--- src/sv/twtq_pkg.sv ---
// Package for the timing wheel timer queue: payload structs, queue command
// and state machine types, and shared constants. No dependencies.
package twtq_pkg;

  localparam int unsigned DefWheelSlots = 4096;
  localparam int unsigned DefMaxTimers  = 64;
  localparam int unsigned SlotIdxW      = 16;      // holds a slot index up to 65535
  localparam logic [6:0]  EntryNil      = 7'd64;   // empty slot / end of chain
  localparam int unsigned QueueDepth    = 2;

  typedef enum logic [1:0] {
    ST_OK       = 2'd0,
    ST_BEFORE   = 2'd1,
    ST_PAST     = 2'd2
  } status_e;

  typedef enum logic [1:0] {
    OP_REPLY = 2'd0,
    OP_ADD   = 2'd1,
    OP_TICK  = 2'd2
  } op_e;

  typedef enum logic [1:0] {
    F_IDLE,
    F_CALC,
    F_PUSH
  } front_state_e;

  typedef enum logic [2:0] {
    B_CLEAR,
    B_IDLE,
    B_ADD_RD,
    B_ADD_WR,
    B_TK_RD,
    B_TK_EL,
    B_TK_END
  } back_state_e;

  typedef struct packed {
    logic        kind;
    logic [5:0]  timer_id;
    logic [47:0] expire_time;
    logic [47:0] now;
  } item_t;

  typedef struct packed {
    logic [1:0] status;
    logic       clamped;
    logic       expired_valid;
    logic [5:0] expired_id;
    logic       last;
  } result_t;

  typedef struct packed {
    op_e                 op;
    logic [1:0]          status;
    logic                clamped;
    logic                store;
    logic [5:0]          timer_id;
    logic [SlotIdxW-1:0] slot;
    logic [SlotIdxW-1:0] span_m1;
  } cmd_t;

  typedef struct packed {
    logic full;
    logic empty;
  } q_status_t;

endpackage

--- src/sv/twtq_queue.sv ---
// Two-entry command queue between the front and the back of the timer queue.
// Depends on twtq_pkg.
module twtq_queue (
  input  logic                clk_i,
  input  logic                rst_ni,
  input  logic                push_i,
  input  twtq_pkg::cmd_t      cmd_i,
  input  logic                pop_i,
  output twtq_pkg::cmd_t      cmd_o,
  output twtq_pkg::q_status_t status_o
);

  twtq_pkg::cmd_t mem_q [twtq_pkg::QueueDepth];
  logic       wr_ptr_q, wr_ptr_d;
  logic       rd_ptr_q, rd_ptr_d;
  logic [1:0] count_q, count_d;

  always_comb begin
    wr_ptr_d = wr_ptr_q + 1'(push_i);
    rd_ptr_d = rd_ptr_q + 1'(pop_i);
    count_d  = count_q + 2'(push_i) - 2'(pop_i);
  end

  always_ff @(posedge clk_i or negedge rst_ni) begin
    if (!rst_ni) begin
      wr_ptr_q <= 1'b0;
      rd_ptr_q <= 1'b0;
      count_q  <= 2'd0;
    end else begin
      wr_ptr_q <= wr_ptr_d;
      rd_ptr_q <= rd_ptr_d;
      count_q  <= count_d;
    end
  end

  always_ff @(posedge clk_i) begin
    if (push_i) begin
      mem_q[wr_ptr_q] <= cmd_i;
    end
  end

  assign cmd_o          = mem_q[rd_ptr_q];
  assign status_o.full  = (count_q == 2'(twtq_pkg::QueueDepth));
  assign status_o.empty = (count_q == 2'd0);

endmodule

--- config.mk ---
export PLATFORM = sky130hd
export DESIGN_NAME = twtq_queue
export DESIGN_NICKNAME = d
export VERILOG_FILES = /design/src/sv/twtq_pkg.sv /design/src/sv/twtq_queue.sv
export SDC_FILE = /design/constraint.sdc
export NUM_CORES = 1
export LEC_CHECK = 0
export ABC_AREA = 1
export BUFFER_PORTS_ARGS = -buffer_cell sky130_fd_sc_hd__buf_4
export CORE_ASPECT_RATIO = 0.6
export CORE_MARGIN = 8
export CORE_UTILIZATION = 45
export DETAILED_ROUTE_END_ITERATION = 8
export PLACE_DENSITY = 0.73
export SYNTH_ARGS = -nofsm -noshare
export SYNTH_HDL_FRONTEND = slang
export SYNTH_SLANG_ARGS = --single-unit
--- constraint.sdc ---
create_clock -name clk_i -period 3.1 [get_ports clk_i]
set_input_delay 0.465 -clock clk_i [delete_from_list [all_inputs] [get_ports clk_i]]
set_output_delay 0.465 -clock clk_i [all_outputs]
set_load 0.05 [all_outputs]
==> impl_metrics.ini, run 1 <==
[floorplanning]
die_x_um = 129.9
start_util_pct = 45.34
coreArea_sq_mm = 0.007726
io_pins = 94
die_area_sq_mm = 0.01096
die_h_um = 84.35
rows = 25

[setup_path]
worstPathArrival_ps = 1900
worstSetupStartpointType = flip-flop
worst_ep_required_time_ps = 2630
cp_top_family = flip-flops
slowest_delay_ps = 790
critPathCaptureType = output port
crit_type = flip-flop to output port
crit_buf_inv = 2
crit_chain = buf_12 -> nand2_1 -> o21ai_0 -> buf_4
crit_fanout = 54
cp_slowest_cell = dfrtp_2

[detailed_routing]
vias_per_cell = 4.484
wirelength_mm = 6.908
first_pass_iters = 4
ant_nets = 0
via_count = 2085
drt_iter0_markers = 113
wl_per_cell_um = 14.86
drc_errors = 0

[yosys]
synth_edf_count = 88
synth-async-reset-ratio_pct = 4.348
synthTopCellsByArea = edfxtp_1, inv_1, nand2_1, o21ai_0, dfrtp_1
yosysTopAreaCellShare_pct = 75.43
yosysMostFrequentCell = edfxtp_1
ys_warn_count = 0
syn_area_sq_mm = 0.003503
ys.flop_type = edfxtp_1
ys_ff_latch = 92
synth_top_area_cell = edfxtp_1
synth_common_cells = edfxtp_1, inv_1, nand2_1
synthCells = 254
synth-seq-area-share_pct = 78.29
ys_types = 14
synth_nets = 306
avgSynthCellArea_sq_um = 13.79

[place]
place_ws_ps = 1071
gp_congestion = 0.7692
dp_hpwl_mm = 4.814
portBuffers = 93

[timing]
period_minus_slack_ps = 2368
slew_headroom_pct = 56.81
timing.fmax_ghz = 0.4223
fin_ws_ps = 732.0
timing.final.crit_share_pct = 76.39
skew_ps = 4.177
finalMaxSlewViolations = 0
finalSetupTns_ps = 0
rsz0062_at_grt = false
hold_violations = 0
tightest_slew_ps = 647.8
setup_viol = 0
holdWs_ps = 310.7

[cts]
cts-root-buf = clkbuf_16
cts_tree = done
cts_max_level = 3
cts_resized = 0
clock-sinks = 92
clk_path_buf_depth = 2
numCtsBuffers = 9
clk_pin_slew_ps = 60
clk_latency_ps = 330

[worst_hold_path]
hold_class = input port to flip-flop

[cells_and_area]
fin_nets = 404
layout-drive-gt1-share_pct = 33.33
areaGrowthSynthToFinish_pct = 31.89
diodes = 0

[power_and_ir_drop]
cellPowerDensity_mw_per_mm2 = 1109
vdd_drop_max_mv = 0.5537
p_leak_nw = 1.971

[run]
cap_violations = 0

[global_route]
grt_max_degree = 55
overflow = 0
antenna_found_initial = 0
grt_pass1_wl_mm = 11.14
grt_use_total_pct = 13.23
grt_pass1_vias = 2228

[status]
outcome = finished, final reports clean
-- state kept, by name (all words and copies together), names as in the netlist --
| register | cells |
|---|---|
| count_q | 2 |
| wr_ptr_q | 1 |
| rd_ptr_q | 1 |
| mem_q | 88 |
-- area by class of cell --
class	count	area, sq um
Fill cell	619	3105
Tap cell	108	135.1
Clock buffer	9	225.2
Inverter	51	191.4
Multi-Input combinational cell	101	503.0
Timing Repair Buffer	97	755.7
Clock inverter	7	66.31
Sequential cell	92	2744
-- worst reg2reg max path, delay by kind of cell (launching register included) --
kind       cells  cell delay (ps)
flops          1              390
buf+inv        2              340
fa+ha+maj      1              520
-- worst paths after layout --
kind	start	end	slack, ps	depth (start not counted)
min reg2reg	count_q[1]	count_q[1]	630	3
max	rd_ptr_q	cmd_o[21]	730	4
min	cmd_i[1]	mem_q[1][1]	310	1
max reg2reg	wr_ptr_q	mem_q[0][9]	1540	3
min in group asynchronous	rst_ni	count_q[0]	460	2
max in group asynchronous	rst_ni	rd_ptr_q	2530	2
-- report_power, final --
group	total (mW)	switching, mW	internal [mW]	leakage, nW
Combinational	2.28	1.66	0.615	0.962
Sequential	1.79	0.134	1.65	0.872
Clock	1.06	0.439	0.620	0.137
Total	5.13	2.24	2.89	1.97
-- stage by stage --
step | std cells | total power, mW | cell area [sq um] | utilization (%)
after floorplan | 254 | 3.418 | 3503 | -
after global placement | 448 | 4.084 | 4319 | 55.90
after detailed placement | 448 | 4.123 | 4319 | 55.90
after CTS | 465 | 5.185 | 4621 | 59.81
after global routing | 465 | 5.370 | 4621 | 59.81
final | 465 | 5.126 | 4621 | 59.81
-- placed cells by master (no fill, tap or decap), types with 2 or more instances in the layout --
master	Yosys	routed
clkinv_1	0	2
edfxtp_1	88	88
clkbuf_16	0	9
ha_2	0	2
nor2_1	2	2
ha_1	4	2
o21ai_1	5	5
inv_1	51	51
dfrtp_1	4	3
buf_4	1	94
o21ai_0	33	33
o21ai_2	6	6
clkinvlp_4	0	2
buf_12	0	2
nand2_1	49	49
-- what timing repair did --
item | 4_1_cts | 5_1_grt
setup buffers | 0 | 0
hold endpoints to repair | 4 | 0
hold buffers | 1 | 0
endpoints found under the setup margin | 0 | 0
-- routing by layer --
layer  routed length, um  track usage (%)  vias to the layer above
met1                3201            17.18                      961
met3                 722            6.388                        5
met4                  62            4.403                        0
met2                2921            18.87                       74
li1                    -                -                     1045
met5                   0                0                        -
-- cell families after synthesis --
group / after synthesis / share of synthesized area, %
flip-flops: 92 / 78.29
buffers and inverters: 61 / 7.500
adder cells (fa/ha/maj): 4 / 1.429
XOR/XNOR: 1 / 0.2500
AND/OR/NAND/NOR: 52 / 5.607
AO/OA/AOI/OAI: 44 / 6.928
Power figures use the tool's default switching activity.
==> run 2: changes to the inputs <==
- PLACE_DENSITY: 0.73 -> 0.76
- clock period: 3.1 -> 2.1 ns (I/O delays scaled with it)
==> impl_metrics.ini, run 2 (synthesis results as in run 1) <==
[setup_path]
worstSetupStartpointType = flip-flop
slowest_delay_ps = 590
cp_slowest_cell = dfrtp_4
critPathCaptureType = output port
crit_type = flip-flop to output port
crit_chain = buf_12 -> o21ai_0 -> buf_4
worst_ep_required_time_ps = 1780
worstPathArrival_ps = 1640
crit_fanout = 46

[cells_and_area]
areaGrowthSynthToFinish_pct = 32.00
top_register = mem_q
fillers = 610
design_area_sq_mm = 0.004624
mostFrequentLayoutCell = buf_4
fin_nets = 407
finalNonFillerCells = 467
final_util_pct = 59.85
largest_reg_flops = 88
top_regs = mem_q: 88 flops, count_q: 2 flops
mostFrequentLayoutCells = buf_4, edfxtp_1, inv_1
diodes = 0
layout-drive-gt1-share_pct = 33.70

[power_and_ir_drop]
cellPowerDensity_mw_per_mm2 = 1627
power.total_mw = 7.526
vdd_drop_max_mv = 0.9458
p_leak_nw = 1.977

[timing]
holdWs_ps = 170.3
timing.final.crit_share_pct = 92.93
finalSetupTns_ps = 0
skew_ps = 3.374
setup_viol = 0
fin_ws_ps = 148.5
slew_headroom_pct = 78.25
period_minus_slack_ps = 1952
hold_violations = 0
tightest_slew_ps = 326.3
rsz0062_at_grt = false
timing.fmax_ghz = 0.5124
finalMaxSlewViolations = 0

[worst_hold_path]
hold_class = input port to flip-flop

[floorplanning]
rows = 25
io_pins = 94
die_area_sq_mm = 0.01096
die_x_um = 129.9
die_h_um = 84.35
coreArea_sq_mm = 0.007726
start_util_pct = 45.34

[place]
placed_area_sq_mm = 0.004329
place_ws_ps = 421.1
dp_hpwl_mm = 4.855
portBuffers = 93
gp_congestion = 0.7386
placed_cells = 451

[cts]
clk_latency_ps = 330
clock-sinks = 92
cts-root-buf = clkbuf_16
clk_pin_slew_ps = 60
cts_max_level = 3
clk_path_buf_depth = 2
post_cts_buffers = 0
numCtsBuffers = 9
cts_tree = done

[detailed_routing]
ant_nets = 0
wirelength_mm = 6.777
drt_iter0_markers = 138
wl_per_cell_um = 14.51
drc_errors = 0
vias_per_cell = 4.495
first_pass_iters = 4
via_count = 2099

[global_route]
grt_use_total_pct = 12.63
antenna_found_initial = 0
grt_pass1_wl_mm = 10.52
grt_pass1_vias = 2123
overflow = 0
grt_max_degree = 47

[run]
cap_violations = 0

[status]
outcome = finished, final reports clean
[run 2: cell count changes in the layout (fill, tap and decap cells not counted)]
cell	before	now
clkinv_1	2	1
dfrtp_4	0	1
inv_6	1	0
clkbuf_1	0	1
buf_4	94	98
o21ai_1	5	6
o21ai_0	33	32
dfrtp_2	1	0
buf_12	2	1
[run 2: cell type report]
type                    count  area (sq um)  share of cell area (%)
well taps                 108         135.1                   2.922
clock buffers              10         229.0                   4.951
repair buffers            100         765.7                   16.56
flip-flops and latches     92          2746                   59.39
inverters                  51         191.4                   4.140
clock inverters             5         53.80                   1.163
multi-input cells         101         503.0                   10.88
[run 2: routing by layer]
| metal | vias to the layer above | part of all wire (%) | wire length [um] | GRT usage (%) |
|---|---|---|---|---|
| li1 | 1044 | - | - | - |
| met1 | 972 | 46 | 3104 | 16.09 |
| met2 | 78 | 44 | 2988 | 19.06 |
| met3 | 5 | 9.4 | 639 | 5.503 |
| met4 | 0 | 0.66 | 45 | 3.774 |
| met5 | - | 0 | 0 | 0 |
[run 2: power by group]
part	internal (mW)	switching, mW	leakage [nW]	total, mW
Clock	0.909	0.617	0.132	1.53
Sequential	2.45	0.159	0.872	2.61
Combinational	0.919	2.47	0.973	3.39
[run 2: worst paths after layout]
kind | to | from | slack (ps) | cells past startpoint
max | cmd_o[26] | rd_ptr_q | 150 | 3
min | mem_q[0][40] | cmd_i[40] | 170 | 1
max reg2reg | mem_q[0][19] | wr_ptr_q | 830 | 3
min reg2reg | count_q[1] | count_q[1] | 590 | 3
max in group asynchronous | rd_ptr_q | rst_ni | 1670 | 2
min in group asynchronous | count_q[1] | rst_ni | 320 | 2
[run 2: worst max-delay path: cells and delay by family (launching register included)]
| kind | cells | cell delay [ps] |
|---|---|---|
| compound gates | 1 | 230 |
| buf+inv | 2 | 460 |
| flops | 1 | 590 |
[run 2: what timing repair did]
action,CTS,global route
hold buffers,1,0
endpoints found under the setup margin,0,5
hold endpoints to repair,4,0
resized for setup,0,2
==> run 3: changes to the inputs <==
- GPL_TIMING_DRIVEN: unset -> 0
==> impl_metrics.ini, run 3 (synthesis results as in run 1) <==
[worst_hold_path]
min-delay-start = pop_i
hold_end = rd_ptr_q
hold_path_depth = 2
hold_class = input port to flip-flop

[place]
gp_congestion = 0.7229
portBuffers = 93
placed_area_sq_mm = 0.004397
dp_hpwl_mm = 5.130

[setup_path]
reg2reg_depth = 3
regToRegSetupSlack_ps = 520
crit_fanout = 10
cp_slowest_cell = dfrtp_1
worstPathArrival_ps = 1550
worstReg2RegStart = wr_ptr_q
worst_ep_required_time_ps = 1780
crit_chain = buf_6 -> buf_2 -> o21ai_0 -> buf_4
critPathCaptureType = output port
crit_buf_inv = 3
cp_top_family = buffers and inverters
reg2reg_to = mem_q[0][20]
crit_type = flip-flop to output port
worstSetupStartpointType = flip-flop
slowest_delay_ps = 370

[cells_and_area]
largest_reg_flops = 88
diodes = 0
mostFrequentLayoutCell = buf_4
top_register = mem_q
areaGrowthSynthToFinish_pct = 33.61
layout-drive-gt1-share_pct = 33.70
mostFrequentLayoutCells = buf_4, edfxtp_1, inv_1
fin_nets = 413
top_regs = mem_q: 88 flops, count_q: 2 flops
design_area_sq_mm = 0.004681

[timing]
timing.fmax_ghz = 0.5355
setup_viol = 0
finalMaxSlewViolations = 0
skew_ps = 3.610
timing.final.crit_share_pct = 88.93
tightest_slew_ps = 613.3
rsz0062_at_grt = false
slew_headroom_pct = 59.11
hold_violations = 0
period_minus_slack_ps = 1867

[floorplanning]
rows = 25
coreArea_sq_mm = 0.007726
die_x_um = 129.9
io_pins = 94
start_util_pct = 45.34
die_area_sq_mm = 0.01096
die_h_um = 84.35

[power_and_ir_drop]
vdd_drop_max_mv = 0.9323
cellPowerDensity_mw_per_mm2 = 1640
p_leak_nw = 2.014
power.total_mw = 7.676

[global_route]
overflow = 0
grt_pass1_vias = 2226
antenna_found_initial = 0
grt_use_total_pct = 13.73
grt_pass1_wl_mm = 11.24
grt_max_degree = 25

[cts]
clk_latency_ps = 330
clock-sinks = 92
numCtsBuffers = 9
cts_max_level = 3
cts_tree = done
cts-root-buf = clkbuf_16
cts_resized = 0
clk_path_buf_depth = 2
clk_pin_slew_ps = 60

[detailed_routing]
drc_errors = 0
wl_per_cell_um = 15.15
drt_iter0_markers = 191
first_pass_iters = 4
via_count = 2161
ant_nets = 0
vias_per_cell = 4.569
wirelength_mm = 7.164

[run]
cap_violations = 0

[status]
outcome = finished, final reports clean
run 3: cell types whose count changed in the layout (fill, tap and decap cells not counted):
cell | previous run | this run
clkinv_1 | 1 | 3
o21ai_1 | 6 | 5
clkbuf_1 | 1 | 2
buf_6 | 0 | 3
buf_2 | 0 | 6
buf_16 | 0 | 2
dfrtp_4 | 1 | 0
clkinvlp_4 | 2 | 0
buf_12 | 1 | 0
clkinv_2 | 1 | 0
o21ai_0 | 32 | 33
buf_4 | 98 | 94
dfrtp_1 | 3 | 4
run 3: cell type report:
type / count / area [sq um]
Multi-Input combinational cell: 101 / 503.0
Fill cell: 588 / 3045
Clock inverter: 4 / 41.29
Clock buffer: 11 / 232.7
Inverter: 51 / 191.4
Sequential cell: 92 / 2743
Tap cell: 108 / 135.1
Buffer: 10 / 71.32
Timing Repair Buffer: 96 / 763.2
run 3: worst max-delay path by stage:
stage | end | slack (ps) | from | depth (start not counted)
after global placement | mem_q[0][19] | -350 | push_i | 2
final | cmd_o[3] | 230 | rd_ptr_q | 4
after global routing | cmd_o[27] | 140 | rd_ptr_q | 4
after detailed placement | mem_q[0][20] | 500 | push_i | 3
after CTS | cmd_o[3] | 210 | rd_ptr_q | 4
after floorplan | cmd_o[23] | 40 | rd_ptr_q | 3
run 3: stage by stage:
step	TNS [ps]	setup slack, ps	hold WS [ps]	utilization, %	std cells
after CTS	0	212.3	151.0	60.58	473
after detailed placement	0	501.9	116.5	56.91	457
after global placement	-30230	-351.5	115.3	56.13	455
final	0	232.5	167.9	60.58	473
after global routing	0	140.9	148.5	60.58	473
after floorplan	0	40.28	19.41	-	254
run 3: per-layer routing:
layer | vias to the layer above | global-route usage [%] | part of all wire [%]
met1 | 1000 | 17.36 | 45
met2 | 88 | 20.28 | 45
met5 | - | 0 | 0
met3 | 7 | 6.009 | 9.1
li1 | 1066 | - | -
met4 | 0 | 5.346 | 0.74
run 3: power breakdown:
group,switching [mW],internal (mW),total [mW],leakage (nW)
Clock,0.595,0.904,1.50,0.132
Combinational,2.63,1.02,3.65,1.01
Sequential,0.0904,2.44,2.53,0.873
run 3: timing repair:
action	in CTS	in global routing
hold buffers	1	0
buffers inserted	0	0
endpoints found under the hold margin	4	0
