[src/sv/twtq_pkg.sv]
// Package for the timing wheel timer queue: payload structs, queue command
// and state machine types, and shared constants. No dependencies.
package twtq_pkg;

  localparam int unsigned DefWheelSlots = 4096;
  localparam int unsigned DefMaxTimers  = 64;
  localparam int unsigned SlotIdxW      = 16;      // holds a slot index up to 65535
  localparam logic [6:0]  EntryNil      = 7'd64;   // empty slot / end of chain
  localparam int unsigned QueueDepth    = 2;

  typedef enum logic [1:0] {
    ST_OK       = 2'd0,
    ST_BEFORE   = 2'd1,
    ST_PAST     = 2'd2
  } status_e;

  typedef enum logic [1:0] {
    OP_REPLY = 2'd0,
    OP_ADD   = 2'd1,
    OP_TICK  = 2'd2
  } op_e;

  typedef enum logic [1:0] {
    F_IDLE,
    F_CALC,
    F_PUSH
  } front_state_e;

  typedef enum logic [2:0] {
    B_CLEAR,
    B_IDLE,
    B_ADD_RD,
    B_ADD_WR,
    B_TK_RD,
    B_TK_EL,
    B_TK_END
  } back_state_e;

  typedef struct packed {
    logic        kind;
    logic [5:0]  timer_id;
    logic [47:0] expire_time;
    logic [47:0] now;
  } item_t;

  typedef struct packed {
    logic [1:0] status;
    logic       clamped;
    logic       expired_valid;
    logic [5:0] expired_id;
    logic       last;
  } result_t;

  typedef struct packed {
    op_e                 op;
    logic [1:0]          status;
    logic                clamped;
    logic                store;
    logic [5:0]          timer_id;
    logic [SlotIdxW-1:0] slot;
    logic [SlotIdxW-1:0] span_m1;
  } cmd_t;

  typedef struct packed {
    logic full;
    logic empty;
  } q_status_t;

endpackage

[src/sv/twtq_front.sv]
// Front of the timer queue: accepts items, checks times, works out the slot
// and span, owns the wheel start time and index. Depends on twtq_pkg.
module twtq_front #(
  parameter int unsigned WHEEL_SLOTS = twtq_pkg::DefWheelSlots,
  parameter int unsigned MAX_TIMERS  = twtq_pkg::DefMaxTimers
) (
  input  logic                clk_i,
  input  logic                rst_ni,
  input  logic                start_i,
  output logic                busy_o,
  input  twtq_pkg::item_t     item_i,
  input  logic                q_full_i,
  output logic                push_o,
  output twtq_pkg::cmd_t      cmd_o
);

  localparam int unsigned SW = $clog2(WHEEL_SLOTS);

  twtq_pkg::front_state_e state_q, state_d;
  twtq_pkg::item_t        item_q;
  logic                   started_q;
  logic [47:0]            start_time_q;
  logic [SW-1:0]          start_slot_q;
  logic                   lt_start_q, exp_past_q;
  logic [47:0]            diff_q, tdf_q;

  logic                   accept;
  logic                   big;
  logic [47:0]            sel;
  logic [SW-1:0]          off;
  logic [SW:0]            sum;
  logic [SW-1:0]          slot_wrap;
  logic [1:0]             status;

  assign accept = start_i && (state_q == twtq_pkg::F_IDLE);
  assign busy_o = (state_q != twtq_pkg::F_IDLE);

  always_comb begin
    state_d = state_q;
    case (state_q)
      twtq_pkg::F_IDLE: if (start_i) state_d = twtq_pkg::F_CALC;
      twtq_pkg::F_CALC: state_d = twtq_pkg::F_PUSH;
      twtq_pkg::F_PUSH: if (!q_full_i) state_d = twtq_pkg::F_IDLE;
      default:          state_d = twtq_pkg::F_IDLE;
    endcase
  end

  always_comb begin
    sel       = item_q.kind ? tdf_q : diff_q;
    big       = (sel >= 48'(WHEEL_SLOTS));
    off       = big ? SW'(WHEEL_SLOTS - 1) : sel[SW-1:0];
    sum       = {1'b0, start_slot_q} + {1'b0, off};
    slot_wrap = (sum >= (SW+1)'(WHEEL_SLOTS)) ? SW'(sum - (SW+1)'(WHEEL_SLOTS)) : sum[SW-1:0];
    if (lt_start_q) begin
      status = twtq_pkg::ST_BEFORE;
    end else if (!item_q.kind && exp_past_q) begin
      status = twtq_pkg::ST_PAST;
    end else begin
      status = twtq_pkg::ST_OK;
    end
    push_o           = (state_q == twtq_pkg::F_PUSH) && !q_full_i;
    cmd_o.status     = status;
    cmd_o.op         = (status != twtq_pkg::ST_OK) ? twtq_pkg::OP_REPLY :
                       item_q.kind ? twtq_pkg::OP_TICK : twtq_pkg::OP_ADD;
    cmd_o.clamped    = (status == twtq_pkg::ST_OK) && !item_q.kind && big;
    cmd_o.store      = ({1'b0, item_q.timer_id} < 7'(MAX_TIMERS));
    cmd_o.timer_id   = item_q.timer_id;
    cmd_o.slot       = item_q.kind ? twtq_pkg::SlotIdxW'(start_slot_q)
                                   : twtq_pkg::SlotIdxW'(slot_wrap);
    cmd_o.span_m1    = twtq_pkg::SlotIdxW'(off);
  end

  always_ff @(posedge clk_i or negedge rst_ni) begin
    if (!rst_ni) begin
      state_q      <= twtq_pkg::F_IDLE;
      started_q    <= 1'b0;
      start_time_q <= 48'd0;
      start_slot_q <= '0;
    end else begin
      state_q <= state_d;
      // first operation after reset latches the wheel start
      if (accept && !started_q) begin
        started_q    <= 1'b1;
        start_time_q <= item_i.now;
        start_slot_q <= '0;
      end
      // a tick that is not before the start moves the start to now once its command is queued
      if (push_o && item_q.kind && !lt_start_q) begin
        start_time_q <= item_q.now;
        start_slot_q <= slot_wrap;
      end
    end
  end

  always_ff @(posedge clk_i) begin
    if (accept) begin
      item_q <= item_i;
    end
    if (state_q == twtq_pkg::F_CALC) begin
      lt_start_q <= (item_q.now < start_time_q);
      exp_past_q <= (item_q.expire_time < item_q.now);
      diff_q     <= item_q.expire_time - start_time_q;
      tdf_q      <= item_q.now - start_time_q;
    end
  end

endmodule

[config.mk]
export PLATFORM = sky130hd
export DESIGN_NAME = twtq_front
export DESIGN_NICKNAME = d
export VERILOG_FILES = /design/src/sv/twtq_pkg.sv /design/src/sv/twtq_front.sv
export SDC_FILE = /design/constraint.sdc
export NUM_CORES = 1
export LEC_CHECK = 0
export ABC_AREA = 1
export BUFFER_PORTS_ARGS = -buffer_cell sky130_fd_sc_hd__buf_2
export CAP_MARGIN = 10
export CORE_MARGIN = 5
export CORE_UTILIZATION = 40
export DETAILED_ROUTE_END_ITERATION = 7
export GPL_TIMING_DRIVEN = 0
export SLEW_MARGIN = 20
export SYNTH_ARGS = -nofsm -noshare
export SYNTH_HDL_FRONTEND = slang
export SYNTH_SLANG_ARGS = --single-unit
[constraint.sdc]
create_clock -name clk_i -period 5.5 [get_ports clk_i]
set_clock_uncertainty 0.05 [all_clocks]
set_input_delay 1.1 -clock clk_i [delete_from_list [all_inputs] [get_ports clk_i]]
set_output_delay 1.1 -clock clk_i [all_outputs]
set_load 0.03 [all_outputs]
==> out/metrics.yaml, run 1 <==
dieArea_um2: 49800
synth.area.mux_share_pct: 0.110
finalHoldViolCount: 0
die_x_um: 223
vias_per_cell: 5.27
grt_remaining_overflow: 0
worstPathArrival_ns: 4.11
fin_crit_sh_pct: 95.7
ys_types: 49
clock_sinks: 264
clock_path_buffers: 3
synth.area.top_cells: "edfxtp_1 (33%), ha_1 (11%), nand2_1 (9.1%), dfrtp_1 (8.7%), inv_1 (6.7%)"
cts_tree: "done"
io_pins: 153
yosysSeqAreaShare_pct: 41.9
synth_seq_cells: 264
clk_latency_ns: 0.56
ys_async_sr_fraction_pct: 23.9
required_ns: 4.35
place.gp.congestion: 0.955
power.leakage_nw: 9.46
synthAdderAreaFrac_pct: 10.9
n_antenna_cell: 0
fin_crit_ns: 5.26
status: "completed"
instances_no_fill: 3098
yosysWarnings: 0
cts_made_buffers: 35
cts-root-buf: "clkbuf_16"
drt-initial-drc-count: 1499
setup.worst_path.class: "reg -> out"
worstMarginPinSlew_ns: 0.830
path_cells: "buf_6 > or2_1 > nor2_1 > nand2_1 > nand2_2 > inv_2 > nor2_4 > buf_2 > nand4_1 > ha_4 > nand3_1 > nand2_1 > a21boi_1 > o21ai_1 > nand3_1 > nand3_1 > nand3_1 > nand2_1 > buf_2"
hold_class: "in -> async"
cp_top_family: "simple AND/OR/NAND/NOR gates"
synth_cells: 2276
cp_max_fo: 10
maxCapViolations: 0
crit_buf_inv: 4
finalSetupViolCount: 0
critPathSlowestCell: "edfxtp_1"
max_freq_mhz: 190
postCtsHoldBufs: 0
ant_nets: 0
fin_util_pct: 46.7
dp_worst_setup_slack_ns: 0.694
critPathLaunchType: "flip-flop"
synthesis.area_um2: 18200
crit_path_max_incr_delay_ns: 0.42
timing.final.ws_setup_ns: 0.239
clk_pin_slew_ns: 0.06
grt_max_degree: 73
end_kind: "primary output"
nets: 2735
grt_pass1_wl_um: 93900
synthFlopType: "edfxtp_1"
cts_max_level: 2
fillCellCount: 4540
firstDrtPassIters: 5
synthToLayoutAreaGrowth_pct: 16.0
synth-compound-area-share_pct: 13.7
max_slew_margin_pct: 44.2
drive_gt1_share_pct: 11.3
synth_top_family_by_area: "simple AND/OR/NAND/NOR gates"
cellPowerDensity_nw_per_um2: 657
drc: 0
avgSynthCellArea_um2: 7.99
slew_viol_final: 0
die_h_um: 223
yosys.area.top_type: "edfxtp_1"
initial_core_util_pct: 40.2
ir_drop_uv: 329
synth_edf_count: 201
wl_per_cell_um: 20.3
core_um2: 45200
cp_common_cell: "nand3_1"
place.port_buffers: 143
vias: 16300
synthXorXnorAreaFrac_pct: 3.28
placementRows: 78
wirelength_um: 62900
synth_top_area_share_pct: 33.2
dp_hpwl_um: 52300
final_cell_mix: "nand2_1 (443), inv_1 (323), nor2_1 (314), a21oi_1 (224), edfxtp_1 (201)"
antenna_found_initial: 0
placedCellCount: 3032
layout_commonest_cell: "nand2_1"
synth-simple-area-share_pct: 21.9
grt_pass1_vias: 15700
track_usage_pct: 24.5
rsz0062_at_grt: "no"
cell type report:
type | instances | area, µm² | share of cell area, %
multi-input cells | 1645 | 9140 | 43.3
flip-flops and latches | 264 | 7610 | 36.1
inverters | 328 | 1240 | 5.86
clock buffers | 46 | 978 | 4.64
repair buffers | 151 | 883 | 4.19
well taps | 600 | 751 | 3.56
plain buffers | 46 | 259 | 1.23
clock inverters | 18 | 233 | 1.10
final timing paths:
check / from / end / slack, ns / depth (start not counted)
max reg2reg: item_q[102] / start_slot_q[9] / 1.98 / 19
max: item_q[102] / cmd_o[25] / 0.24 / 19
min in group clk_i: started_q / started_q / 0.42 / 1
min reg2reg: started_q / started_q / 0.42 / 1
max in group asynchronous: rst_ni / start_time_q[27] / 4.39 / 2
min: rst_ni / start_slot_q[6] / 0.42 / 1
what timing repair did:
item                                    CTS  global route
buffers inserted                          0             2
gates resized for setup                   0             6
endpoints found under the setup margin    0             3
stage by stage:
| step | area (µm²) | total power [mW] | hold slack [ns] | setup TNS [ns] |
|---|---|---|---|---|
| finish | 21100 | 13.9 | 0.419 | 0 |
| global route | 21100 | 14.8 | 0.436 | 0 |
| CTS | 21100 | 13.8 | 0.415 | 0 |
| detailed placement | 19800 | 11.3 | 0.414 | 0 |
| global placement | 19700 | 11.3 | 0.404 | -199.63 |
| floorplan | 18200 | 8.74 | 0.390 | 0 |
per-layer routing:
metal	global-route usage (%)	routed length, µm	up-vias
met2	40.8	29500	504
met1	33.8	27900	7709
met5	0	0	-
li1	-	-	8017
met3	3.45	3720	99
met4	6.34	1720	0
cells in the mapped netlist (all sizes together), types with 3 or more instances:
master    n
nor2    322
o21ai   126
nand2   460
fa        3
o21bai   14
a21boi   10
a21oi   227
o21a      8
nand3    91
dfrtp    63
ha      154
and3      3
nor3     23
o22ai    47
nand3b    4
xor2     57
xnor2    11
o211ai    7
inv     328
edfxtp  201
nand4    47
or2       3
clkbuf   15
buf      31
a21o      9
cell families after synthesis:
group / count (synthesis)
mux: 2
other cells: 2
fa+ha+maj: 157
simple gates: 956
buf+inv: 374
xor+xnor: 68
compound gates: 453
flops: 264
power by group:
group / switching [mW] / internal, mW
clock network: 0.936 / 1.46
registers: 0.336 / 3.30
logic: 5.38 / 2.44
total: 6.65 / 7.20
state kept, by name, indices dropped and copies added, names as in the netlist:
signal and flops:
lt_start_q 1, start_slot_q 12, tdf_q 48, exp_past_q 1
state_q 2, item_q 97, started_q 1, cmd_o 6
start_time_q 48, diff_q 48
(Power assumes the default switching activity.)
==> run 2: changes to the inputs <==
--- a/config.mk
+++ b/config.mk
@@ -5,11 +5,11 @@
 export SDC_FILE = /design/constraint.sdc
 export NUM_CORES = 1
 export LEC_CHECK = 0
-export ABC_AREA = 1
+export ABC_AREA = 0
 export BUFFER_PORTS_ARGS = -buffer_cell sky130_fd_sc_hd__buf_2
 export CAP_MARGIN = 10
-export CORE_MARGIN = 5
 export CORE_UTILIZATION = 40
+export CTS_CLUSTER_SIZE = 14
 export DETAILED_ROUTE_END_ITERATION = 7
 export GPL_TIMING_DRIVEN = 0
 export SLEW_MARGIN = 20
==> run 2 against run 1 <==
The flow now finishes with violations (negative setup slack). Core utilization is 2.2 points higher. Total power decreased by 4.2%. Hold slack about the same. Worst setup slack got worse by 0.45 ns. Global-route usage decreased by 3.3 points. First-iteration DRC count down 29%. Critical path type unchanged.
==> out/metrics.yaml, run 2 <==
status: "finished with violations"
violations: "negative setup slack"
synth_seq_cells: 264
cellPowerDensity_nw_per_um2: 657
yosysWarnings: 0
wirelength_um: 46300
synth_cells: 1714
layout_commonest_cell: "edfxtp_1"
synth_top_area_share_pct: 35.7
largest-register: "item_q"
cp_top_family: "compound AO/OA/AOI/OAI gates"
cp_max_fo: 2
power.share.clock_pct: 17.7
fillCellCount: 3803
hold_depth: 1
yosysSeqAreaShare_pct: 45.0
cp-startpoint: "tdf_q[26]"
io_pins: 153
firstDrtPassIters: 5
r2r_start: "tdf_q[26]"
yosysMostFrequentCell: "edfxtp_1"
grt_remaining_overflow: 0
p_int_mw: 7.66
placementRows: 74
power.leakage_nw: 8.63
hold_class: "reg -> reg"
vias: 13400
yosys.area.top_type: "edfxtp_1"
synth.area.top_cells: "edfxtp_1 (36%), ha_1 (11%), dfrtp_1 (9.3%), a21oi_1 (4.8%), nand2_1 (4.0%)"
slew_viol_final: 0
die_x_um: 208
rsz0062_at_grt: "yes"
maxCapViolations: 0
setup.worst_path.class: "reg -> out"
place_area_um2: 18500
drive_gt1_share_pct: 17.2
final_cell_mix: "edfxtp_1 (201), nand2_1 (178), a21oi_1 (159), ha_1 (152), buf_2 (141)"
ys_types: 88
cts_made_buffers: 35
swShare_pct: 42.3
placedCellCount: 2404
synthesis.area_um2: 16900
path_cells: "or4_1 > nor4_2 > nand4b_1 > a22oi_2 > nand2_2 > a211o_1 > ha_1 > a21o_1 > a21oi_2 > o21bai_1 > o311ai_2 > nand3_2 > o41ai_4 > xnor2_2 > nor2_1 > xor2_1 > buf_4"
core_um2: 41300
instances_no_fill: 2498
wl_per_cell_um: 18.5
ff2ff_setup_slack_ns: 1.27
p_sw_mw: 5.61
largest_reg_flops: 97
timing.final.ws_setup_ns: -0.208
track_usage_pct: 21.3
dp_hpwl_um: 36500
cts_tree: "done"
synth_edf_count: 201
fin_crit_ns: 5.71
cp_num_cells: 17
die_h_um: 208
synthToLayoutAreaGrowth_pct: 19.5
cts-root-buf: "clkbuf_16"
initial_core_util_pct: 40.9
ant_nets: 0
clk_pin_slew_ns: 0.06
avgSynthCellArea_um2: 9.86
crit_path_max_incr_delay_ns: 0.54
hp-start: "started_q"
fin_crit_sh_pct: 104
sequentialPowerShare_pct: 27.8
finalHoldViolCount: 0
crit_buf_inv: 1
critPathLaunchType: "flip-flop"
max_slew_margin_pct: 32.3
synthTopCellsByCount: "edfxtp_1 (201), nand2_1 (179), a21oi_1 (163)"
worstPathArrival_ns: 4.56
vias_per_cell: 5.36
nets: 2203
required_ns: 4.35
grt_pass1_vias: 13000
end_kind: "primary output"
p_comb_share_pct: 54.5
place.gp.congestion: 0.945
grt_max_degree: 37
critPathSlowestCell: "or4_1"
ir_drop_uv: 248
drt-initial-drc-count: 1064
finalInstanceArea_um2: 20200
ys_async_sr_fraction_pct: 23.9
drc: 0
clk_latency_ns: 0.54
synthFlopType: "edfxtp_1"
dieArea_um2: 43100
worstMarginPinSlew_ns: 1.01
clock_path_buffers: 3
antenna_found_initial: 3
place.port_buffers: 143
cts_max_level: 2
max_freq_mhz: 175
reg2reg_depth: 18
grt_pass1_wl_um: 71400
clock_sinks: 264
finalSetupViolCount: 2
==> run 2: changes by cell type in the layout (fill, tap and decap cells not counted), moves of 47 or more <==
cell | previous run | this run
nor2_1 | 314 | 118
nand3_1 | 91 | 24
xnor2_1 | 11 | 58
inv_1 | 323 | 130
a21o_1 | 9 | 67
a21oi_1 | 224 | 159
nand2_1 | 443 | 178
==> run 2: through the flow <==
stage,utilization [%],total power [mW],hold slack (ns),setup WS (ns),TNS [ns]
after floorplan,-,8.74,0.391,0.0943,0
after global placement,44.3,10.5,0.402,-1.48,-191.67
after detailed placement,44.8,10.6,0.408,-0.583,-1.01
after CTS,48.4,13.1,0.423,-0.553,-1.56
after global routing,48.9,14.3,0.451,-0.481,-1.04
final,48.9,13.3,0.419,-0.208,-0.209
==> run 2: final cells by class <==
type,count,area (µm²),area share (%)
Multi-Input combinational cell,1244,8580,42.5
Sequential cell,264,7610,37.7
Timing Repair Buffer,183,1180,5.87
Clock buffer,47,1000,4.97
Tap cell,532,666,3.30
Inverter,133,502,2.48
Buffer,78,463,2.29
Clock inverter,16,181,0.898
Antenna cell,1,2.50,0.0124
==> run 2: path summary, 6_finish.rpt <==
kind                                    end
max                               cmd_o[27]
min                               started_q
max reg2reg                start_slot_q[11]
min reg2reg                       started_q
max in group asynchronous  start_time_q[33]
min in group asynchronous   start_slot_q[9]
==> run 2: cell families after synthesis <==
| family | count (synthesis) | synth area share [%] |
|---|---|---|
| AOI/OAI and AO/OA | 498 | 18.6 |
| muxes | 15 | 0.903 |
| adders and majority gates | 157 | 11.8 |
| other | 2 | 0.0444 |
| buffers and inverters | 213 | 5.68 |
| xor gates and xnor gates | 99 | 5.13 |
| DFF | 264 | 45.0 |
| and+or+nand+nor | 466 | 12.8 |
==> run 2: what timing repair did <==
item | in CTS | in global routing
setup buffers | 20 | 13
hold buffers | 0 | 0
pin swaps | 14 | 21
setup endpoints to repair | 8 | 7
resized for setup | 26 | 42
==> run 2: power by group through the flow <==
| stage | Clock (mW) | Combinational, mW | Sequential (mW) |
|---|---|---|---|
| after floorplan | 0 | 5.13 | 3.60 |
| after global placement | 0 | 6.73 | 3.75 |
| after detailed placement | 0 | 6.91 | 3.69 |
| after CTS | 2.41 | 7.04 | 3.68 |
| after global routing | 2.48 | 8.02 | 3.76 |
| final | 2.35 | 7.23 | 3.69 |
==> run 2: worst reg2reg max path, cell delays in order, from the launching register on <==
cell	delay [ns]
edfxtp_1	0.36
or4_1	0.54
nor4_2	0.20
nand4b_1	0.14
a22oi_2	0.27
nand2_2	0.13
a211o_1	0.26
ha_1	0.28
a21o_1	0.17
a21oi_2	0.15
o21bai_1	0.12
o311ai_2	0.26
nand3_2	0.14
o41ai_4	0.37
buf_4	0.18
buf_4	0.10
xnor2_1	0.07
or2_0	0.21
a21oi_1	0.14
==> run 2: metal layers <==
metal / track usage, % / routed length (µm) / vias to the layer above / part of all wire, %
met2: 33.8 / 20600 / 401 / 44
met4: 7.44 / 1340 / 2 / 2.9
met5: 0 / 13 / - / 0.028
met3: 2.93 / 2820 / 85 / 6.1
li1: - / - / 6636 / -
met1: 29.7 / 21500 / 6256 / 47
